### src/design/ilst_pkg.sv
// Shared types and constants for the indexed list block.
// No dependencies; used by ilst_cell, ilst_ctrl, indexed_list_insert_remove and its testbench.
package ilst_pkg;

  localparam int DEPTH_DEF       = 16;
  localparam int VALUE_WIDTH_DEF = 32;

  localparam int MODE_W   = 3;
  localparam int STATUS_W = 2;

  typedef enum logic [MODE_W-1:0] {
    MODE_APPEND = 3'd0,
    MODE_INSERT = 3'd1,
    MODE_REMOVE = 3'd2,
    MODE_TRIM   = 3'd3,
    MODE_DUMP   = 3'd4
  } mode_t;

  typedef enum logic [STATUS_W-1:0] {
    ST_OK    = 2'd0,
    ST_RANGE = 2'd1,
    ST_FULL  = 2'd2
  } status_t;

  // per-cell action for one cycle
  typedef enum logic [1:0] {
    OP_HOLD  = 2'd0,
    OP_LOAD  = 2'd1,
    OP_LEFT  = 2'd2,
    OP_RIGHT = 2'd3
  } cell_op_t;

endpackage

### src/design/indexed_list_insert_remove.sv
// Indexed list top level: ilst_ctrl plus a row of DEPTH ilst_cell entries.
// Result word on out_valid in the cycle after start is taken.
// Append, insert, remove and trim give one word each; a dump of n entries
// emits n words back to back (busy high until the last is produced), set by the
// rotation of the cell row by one place per cycle. Receiver cannot stall.
// Reset (rst_n, synchronous) empties the list; stored entries are not cleared.
module indexed_list_insert_remove #(
  parameter int DEPTH       = ilst_pkg::DEPTH_DEF,
  parameter int VALUE_WIDTH = ilst_pkg::VALUE_WIDTH_DEF,
  localparam int CW         = $clog2(DEPTH + 1)
) (
  input  logic                          clk,
  input  logic                          rst_n,
  input  logic                          start,
  output logic                          busy,
  input  logic [ilst_pkg::MODE_W-1:0]   in_mode,
  input  logic [CW-1:0]                 in_index,
  input  logic [CW-1:0]                 in_count,
  input  logic [VALUE_WIDTH-1:0]        in_value,
  output logic                          out_valid,
  output logic [ilst_pkg::STATUS_W-1:0] out_status,
  output logic [CW-1:0]                 out_size_now,
  output logic [VALUE_WIDTH-1:0]        out_entry_value,
  output logic                          out_entry_valid,
  output logic                          out_last
);
  import ilst_pkg::*;

  cell_op_t               cell_op [DEPTH];
  logic [VALUE_WIDTH-1:0] load_d;
  logic [VALUE_WIDTH-1:0] cell_q  [DEPTH];

  ilst_ctrl #(
    .DEPTH       (DEPTH),
    .VALUE_WIDTH (VALUE_WIDTH)
  ) u_ctrl (
    .clk             (clk),
    .rst_n           (rst_n),
    .start           (start),
    .busy            (busy),
    .in_mode         (in_mode),
    .in_index        (in_index),
    .in_count        (in_count),
    .in_value        (in_value),
    .head_d          (cell_q[0]),
    .cell_op         (cell_op),
    .load_d          (load_d),
    .out_valid       (out_valid),
    .out_status      (out_status),
    .out_size_now    (out_size_now),
    .out_entry_value (out_entry_value),
    .out_entry_valid (out_entry_valid),
    .out_last        (out_last)
  );

  for (genvar g = 0; g < DEPTH; g++) begin : g_cell
    logic [VALUE_WIDTH-1:0] left_d;
    logic [VALUE_WIDTH-1:0] right_d;

    if (g == 0) begin : g_first
      assign left_d = '0;
    end else begin : g_mid_l
      assign left_d = cell_q[g-1];
    end

    if (g == DEPTH - 1) begin : g_final
      assign right_d = '0;
    end else begin : g_mid_r
      assign right_d = cell_q[g+1];
    end

    ilst_cell #(
      .VALUE_WIDTH (VALUE_WIDTH)
    ) u_cell (
      .clk     (clk),
      .op      (cell_op[g]),
      .load_d  (load_d),
      .left_d  (left_d),
      .right_d (right_d),
      .q       (cell_q[g])
    );
  end

endmodule

### src/design/ilst_cell.sv
// One storage cell of the list row: holds a single entry and takes a new
// one from the load bus or from either neighbor. Depends on ilst_pkg.
module ilst_cell #(
  parameter int VALUE_WIDTH = ilst_pkg::VALUE_WIDTH_DEF
) (
  input  logic                   clk,
  input  ilst_pkg::cell_op_t     op,
  input  logic [VALUE_WIDTH-1:0] load_d,
  input  logic [VALUE_WIDTH-1:0] left_d,
  input  logic [VALUE_WIDTH-1:0] right_d,
  output logic [VALUE_WIDTH-1:0] q
);
  import ilst_pkg::*;

  logic [VALUE_WIDTH-1:0] data_r;
  logic [VALUE_WIDTH-1:0] data_nxt;

  always_comb begin
    case (op)
      OP_HOLD:  data_nxt = data_r;
      OP_LOAD:  data_nxt = load_d;
      OP_LEFT:  data_nxt = left_d;
      OP_RIGHT: data_nxt = right_d;
      default:  data_nxt = data_r;
    endcase
  end

  always_ff @(posedge clk) begin
    data_r <= data_nxt;
  end

  assign q = data_r;

endmodule

### src/design/ilst_ctrl.sv
// Controller for the indexed list: range checks, entry count, dump sequencing,
// per-cell shift commands and registered result word. Depends on ilst_pkg.
module ilst_ctrl #(
  parameter int DEPTH       = ilst_pkg::DEPTH_DEF,
  parameter int VALUE_WIDTH = ilst_pkg::VALUE_WIDTH_DEF,
  localparam int CW         = $clog2(DEPTH + 1)
) (
  input  logic                         clk,
  input  logic                         rst_n,
  input  logic                         start,
  output logic                         busy,
  input  logic [ilst_pkg::MODE_W-1:0]  in_mode,
  input  logic [CW-1:0]                in_index,
  input  logic [CW-1:0]                in_count,
  input  logic [VALUE_WIDTH-1:0]       in_value,
  input  logic [VALUE_WIDTH-1:0]       head_d,
  output ilst_pkg::cell_op_t           cell_op [DEPTH],
  output logic [VALUE_WIDTH-1:0]       load_d,
  output logic                         out_valid,
  output logic [ilst_pkg::STATUS_W-1:0] out_status,
  output logic [CW-1:0]                out_size_now,
  output logic [VALUE_WIDTH-1:0]       out_entry_value,
  output logic                         out_entry_valid,
  output logic                         out_last
);
  import ilst_pkg::*;

  typedef enum logic {
    S_IDLE,
    S_DUMP
  } state_t;

  typedef enum logic [1:0] {
    SH_NONE,
    SH_INS,
    SH_DEL,
    SH_ROT
  } shift_t;

  state_t         state_r, state_nxt;
  logic [CW-1:0]  held_r, held_nxt;
  logic [CW-1:0]  dcnt_r, dcnt_nxt;
  logic           valid_r, valid_nxt;
  status_t        status_r, status_nxt;
  logic [CW-1:0]  size_r, size_nxt;
  logic [VALUE_WIDTH-1:0] value_r, value_nxt;
  logic           evalid_r, evalid_nxt;
  logic           last_r, last_nxt;

  shift_t         shift;
  logic [CW-1:0]  pos;
  logic           accept;
  logic           full;

  assign busy   = (state_r == S_DUMP);
  assign accept = start && !busy;
  assign full   = (held_r == CW'(DEPTH));

  always_comb begin
    state_nxt  = state_r;
    held_nxt   = held_r;
    dcnt_nxt   = dcnt_r;
    valid_nxt  = 1'b0;
    status_nxt = ST_OK;
    size_nxt   = held_r;
    value_nxt  = '0;
    evalid_nxt = 1'b0;
    last_nxt   = 1'b1;
    shift      = SH_NONE;
    pos        = held_r;

    if (state_r == S_DUMP) begin
      // rotate the held part of the row: head goes out and back in at the tail
      valid_nxt  = 1'b1;
      value_nxt  = head_d;
      evalid_nxt = 1'b1;
      shift      = SH_ROT;
      dcnt_nxt   = dcnt_r + 1'b1;
      last_nxt   = ((dcnt_r + 1'b1) == held_r);
      if ((dcnt_r + 1'b1) == held_r) begin
        state_nxt = S_IDLE;
      end
    end else if (accept) begin
      valid_nxt = 1'b1;
      case (in_mode)
        MODE_APPEND: begin
          if (full) begin
            status_nxt = ST_FULL;
          end else begin
            shift    = SH_INS;
            pos      = held_r;
            held_nxt = held_r + 1'b1;
          end
        end
        MODE_INSERT: begin
          if (in_index > held_r) begin
            status_nxt = ST_RANGE;
          end else if (full) begin
            status_nxt = ST_FULL;
          end else begin
            shift    = SH_INS;
            pos      = in_index;
            held_nxt = held_r + 1'b1;
          end
        end
        MODE_REMOVE: begin
          if (in_index >= held_r) begin
            status_nxt = ST_RANGE;
          end else begin
            shift    = SH_DEL;
            pos      = in_index;
            held_nxt = held_r - 1'b1;
          end
        end
        MODE_TRIM: begin
          if (in_count > held_r) begin
            status_nxt = ST_RANGE;
          end else begin
            held_nxt = held_r - in_count;
          end
        end
        MODE_DUMP: begin
          if (held_r != '0) begin
            value_nxt  = head_d;
            evalid_nxt = 1'b1;
            shift      = SH_ROT;
            dcnt_nxt   = CW'(1);
            last_nxt   = (held_r == CW'(1));
            if (held_r != CW'(1)) begin
              state_nxt = S_DUMP;
            end
          end
        end
        default: begin
          status_nxt = ST_RANGE;
        end
      endcase
      size_nxt = held_nxt;
    end
  end

  assign load_d = (shift == SH_ROT) ? head_d : in_value;

  always_comb begin
    for (int i = 0; i < DEPTH; i++) begin
      cell_op[i] = OP_HOLD;
      case (shift)
        SH_INS: begin
          if (CW'(i) == pos) begin
            cell_op[i] = OP_LOAD;
          end else if (CW'(i) > pos && CW'(i) <= held_r) begin
            cell_op[i] = OP_LEFT;
          end
        end
        SH_DEL: begin
          if (CW'(i) >= pos && CW'(i + 1) < held_r) begin
            cell_op[i] = OP_RIGHT;
          end
        end
        SH_ROT: begin
          if (CW'(i + 1) < held_r) begin
            cell_op[i] = OP_RIGHT;
          end else if (CW'(i + 1) == held_r) begin
            cell_op[i] = OP_LOAD;
          end
        end
        default: cell_op[i] = OP_HOLD;
      endcase
    end
  end

  always_ff @(posedge clk) begin
    if (!rst_n) begin
      state_r <= S_IDLE;
      held_r  <= '0;
      dcnt_r  <= '0;
      valid_r <= 1'b0;
    end else begin
      state_r <= state_nxt;
      held_r  <= held_nxt;
      dcnt_r  <= dcnt_nxt;
      valid_r <= valid_nxt;
    end
    status_r <= status_nxt;
    size_r   <= size_nxt;
    value_r  <= value_nxt;
    evalid_r <= evalid_nxt;
    last_r   <= last_nxt;
  end

  assign out_valid       = valid_r;
  assign out_status      = status_r;
  assign out_size_now    = size_r;
  assign out_entry_value = value_r;
  assign out_entry_valid = evalid_r;
  assign out_last        = last_r;

endmodule

### config.mk
export PLATFORM = sky130hd
export DESIGN_NAME = indexed_list_insert_remove
export DESIGN_NICKNAME = d
export VERILOG_FILES = /design/src/design/ilst_pkg.sv /design/src/design/indexed_list_insert_remove.sv /design/src/design/ilst_cell.sv /design/src/design/ilst_ctrl.sv
export SDC_FILE = /design/constraint.sdc
export NUM_CORES = 1
export LEC_CHECK = 0
export BUFFER_PORTS_ARGS = -buffer_cell sky130_fd_sc_hd__clkbuf_2
export CORE_ASPECT_RATIO = 1.4
export CORE_UTILIZATION = 40
export CTS_BUF_LIST = sky130_fd_sc_hd__clkbuf_4
export DETAILED_ROUTE_END_ITERATION = 8
export SKIP_LAST_GASP = 1
export SLEW_MARGIN = 20
export SYNTH_ARGS = -nofsm -noshare
export SYNTH_HDL_FRONTEND = slang
export SYNTH_SLANG_ARGS = --single-unit
### constraint.sdc
create_clock -name clk -period 10.08 [get_ports clk]
set_input_delay 0.504 -clock clk [delete_from_list [all_inputs] [get_ports clk]]
set_output_delay 0.504 -clock clk [all_outputs]
set_load 0.02 [all_outputs]
==> metrics.csv <==
metric,value,unit
p_sw,1.112,mW
power_density,152.4,mW/mm2
critPathTopFamily,simple AND/OR/NAND/NOR gates,
die_h,313.8,um
critPathMaxFanout,33,
route.detailed.drc,0,
path_class,reg -> reg,
hold_start,in_mode[1],
crit_buf_inv,4,
run_status,completed,
grt_pass1_wl,126700,um
insertion_delay,870,ps
max_stage_delay,910,ps
postPlaceCellArea,0.02932,mm2
rsz0062_at_grt,false,
cts_buffers,138,
synth_edf_count,512,
p_total,4.743,mW
coreArea,0.06829,mm2
min_path_type,in -> reg,
timing.slew.headroom,0.2761,
yosysMostFrequentCell,edfxtp_1,
fmax,159.0,MHz
endpoint_kind,flop,
worst_pin_slew,1086,ps
slowest_stage,or4_1,
cp-start-kind,flop,
r2r_setup_slack,3790,ps
synthDistinctLibCells,80,
yosysTopAreaCellShare,0.5536,
gp_congestion,0.9303,
switching_share,0.2345,
drt_iter0_drc,2042,
vias,21720,
antenna_left,0,
synth_area,0.02777,mm2
cts_tree,built,
start_util,0.4067,
yosys_warnings,0,
timing.rr.end,g_cell[4].u_cell.q[16],
io_buffers,90,
cap_viol_max_count,0,
grt_max_degree,47,
cts_sinks,565,
yosys.area.top_type,edfxtp_1,
yosysSeqAreaShare,0.5918,
clkTransAtPathRegs,80,ps
drive_gt1_frac,0.1684,
htreeDepth,4,
intPower,3.631,mW
clk_path_buf_depth,3,
pwr-share-clk,0.404,
peakVddDrop,90.45,uV
slew_violations,0,
grt_pass1_vias,21780,
synthTopCellsByCount,"512 x edfxtp_1, 297 x o21ai_0, 242 x inv_1",
cp_data_required_time,10590,ps
synthArstFlopShare,0,
grt_use_total,0.2263,
setup_viol,0,
finalCritPeriodShare,0.6239,
syn-num-nets,2576,
dp_hpwl,55630,um
final_util,0.4556,
syn_inst,2511,
ios,91,
firstDrtPassIters,7,
p_comb_frac,0.053,
die_w,224.7,um
synth_flop_cell,edfxtp_1,
design.die.area,0.07051,mm2
skew,50.80,ps
setup_tns,0,ps
routed_via_density,5.974,
row_count,113,
seq_power_share,0.543,
reg2reg_depth,14,
num-nets-final,2676,
worstHoldEndpoint,u_ctrl.out_status[0],
antenna_found_initial,1,
post_drt_wl_per_cell,21.96,um
hold_path_depth,4,
arrival,6800,ps
grt-ovfl-total,0,
path_cells,buf_4 -> inv_1 -> ha_1 -> nor2b_1 -> o31a_1 -> nor3_2 -> o22ai_1 -> a221o_1 -> or4_1 -> nor3_4 -> buf_4 -> a21o_1 -> a221o_1 -> buf_4,
postSynthAreaPerCell,11.06,um2
hold_violations,0,
cpMostUsedCell,buf_4,
leakage,10.46,nW
cts_resized,0,
synthToLayoutAreaGrowth,12.02,%
cts_root_buffer,clkbuf_4,
design_area,0.03111,mm2
synth_seq_cells,565,
rr_startpoint,u_ctrl.held_r[1],
period_needed,6288,ps
routed_wl,79830,um
synthTopCellsByArea,"edfxtp_1 55%, o221ai_1 6.1%, o21ai_0 5.4%, a22oi_1 4.4%, dfxtp_1 3.8%",
[per-layer routing]
| layer | vias to the layer above | track usage | share of wire |
|---|---|---|---|
| met5 | - | 0 | 0 |
| met4 | 0 | 0.08287 | 0.023 |
| met3 | 139 | 0.03253 | 0.064 |
| met2 | 923 | 0.3706 | 0.48 |
| met1 | 10670 | 0.3048 | 0.43 |
| li1 | 9979 | - | - |
[cell families (layout without fill, tap and decap cells)]
logic type               count (synthesis)  in the layout  share of synthesized area
AND/OR/NAND/NOR                        454            454                    0.07704
other                                    0              1                          0
buffers and inverters                  468            671                    0.06695
adder cells (fa/ha/maj)                 17             17                   0.007929
multiplexers                            35             35                    0.01261
XOR/XNOR                                10             10                   0.003153
flip-flops                             565            565                     0.5918
AO/OA/AOI/OAI                          962            962                     0.2405
[sequential cells by signal, summed over array words and instances, names as in the netlist, 2 cells and up]
register and cells:
u_ctrl.held_r 5, u_ctrl.dcnt_r 5, u_ctrl.out_status 2, u_ctrl.out_entry_value 32
g_cell.u_cell.q 512, u_ctrl.out_size_now 5
[how the worst max path moves through the flow]
| stage | start | endpoint | slack, ps | cells past startpoint |
|---|---|---|---|---|
| detailed placement | u_ctrl.held_r[1] | g_cell[1].u_cell.q[13] | 3650 | 13 |
| CTS | u_ctrl.held_r[1] | g_cell[1].u_cell.q[9] | 3610 | 13 |
| finish | u_ctrl.held_r[1] | g_cell[4].u_cell.q[16] | 3790 | 14 |
| global placement | u_ctrl.held_r[1] | g_cell[1].u_cell.q[13] | 3740 | 13 |
| global route | u_ctrl.held_r[1] | g_cell[4].u_cell.q[9] | 3440 | 14 |
| floorplan | u_ctrl.held_r[1] | g_cell[0].u_cell.q[0] | 4120 | 12 |
[cell usage in the layout, fill, tap and decap left out, types with 9 or more instances in the layout]
cell type  synthesis  final
o21ai_1           22     16
nor2_1            49     48
dfxtp_1           53     53
a21oi_1           67     57
nor3_1            22     19
clkbuf_2           3     90
nand2_1          241    240
and2_1            39     39
clkbuf_4           0    195
inv_1            242    242
a32oi_1          100    100
mux2i_1           35     35
buf_4              5     91
a22oi_1          161    160
edfxtp_1         512    512
nand3_1           48     47
o22ai_1           40     39
a21o_1            10      9
o221ai_1         192    192
clkinv_1           2     34
ha_1              16     16
a21oi_2            1      9
o21ai_0          297    297
[final cells by class]
cell class / count / area [um2]
Fill cell: 6379 / 37180
Timing Repair Buffer: 184 / 1164
Inverter: 244 / 915.9
Clock buffer: 195 / 1464
Antenna cell: 1 / 2.502
Tap cell: 920 / 1151
Clock inverter: 48 / 281.5
Sequential cell: 565 / 16440
Multi-Input combinational cell: 1478 / 9698
[timing repair]
| action | in CTS | in global routing |
|---|---|---|
| hold endpoints to repair | 11 | 0 |
| setup buffers | 0 | 0 |
| hold buffers | 3 | 0 |
[power groups by stage]
stage	combinational, mW	clock [mW]	sequential, mW
CTS	0.247	1.97	2.58
global route	0.273	2.07	2.57
detailed placement	0.245	0	2.63
finish	0.250	1.92	2.58
global placement	0.236	0	2.63
floorplan	0.154	0	2.63
[per-stage QoR]
stage | setup WS, ps | hold slack, ps | std cells
2_1_floorplan | 4122 | 471.0 | 2511
3_3_place_gp | 3740 | 495.3 | 3388
3_5_place_dp | 3650 | 490.7 | 3388
4_1_cts | 3610 | 50.63 | 3634
5_1_grt | 3443 | 149.7 | 3635
6_report | 3792 | 153.9 | 3635
[worst register-to-register path, stage by stage (launching register included)]
cell and delay [ps]:
dfxtp_1 310, buf_4 260, inv_1 250, ha_1 360, nor2b_1 160, o31a_1 300
nor3_2 660, o22ai_1 220, a221o_1 390, or4_1 910, nor3_4 260, buf_4 360
a21o_1 850, a221o_1 220, buf_4 400
(Power assumes the default switching activity.)
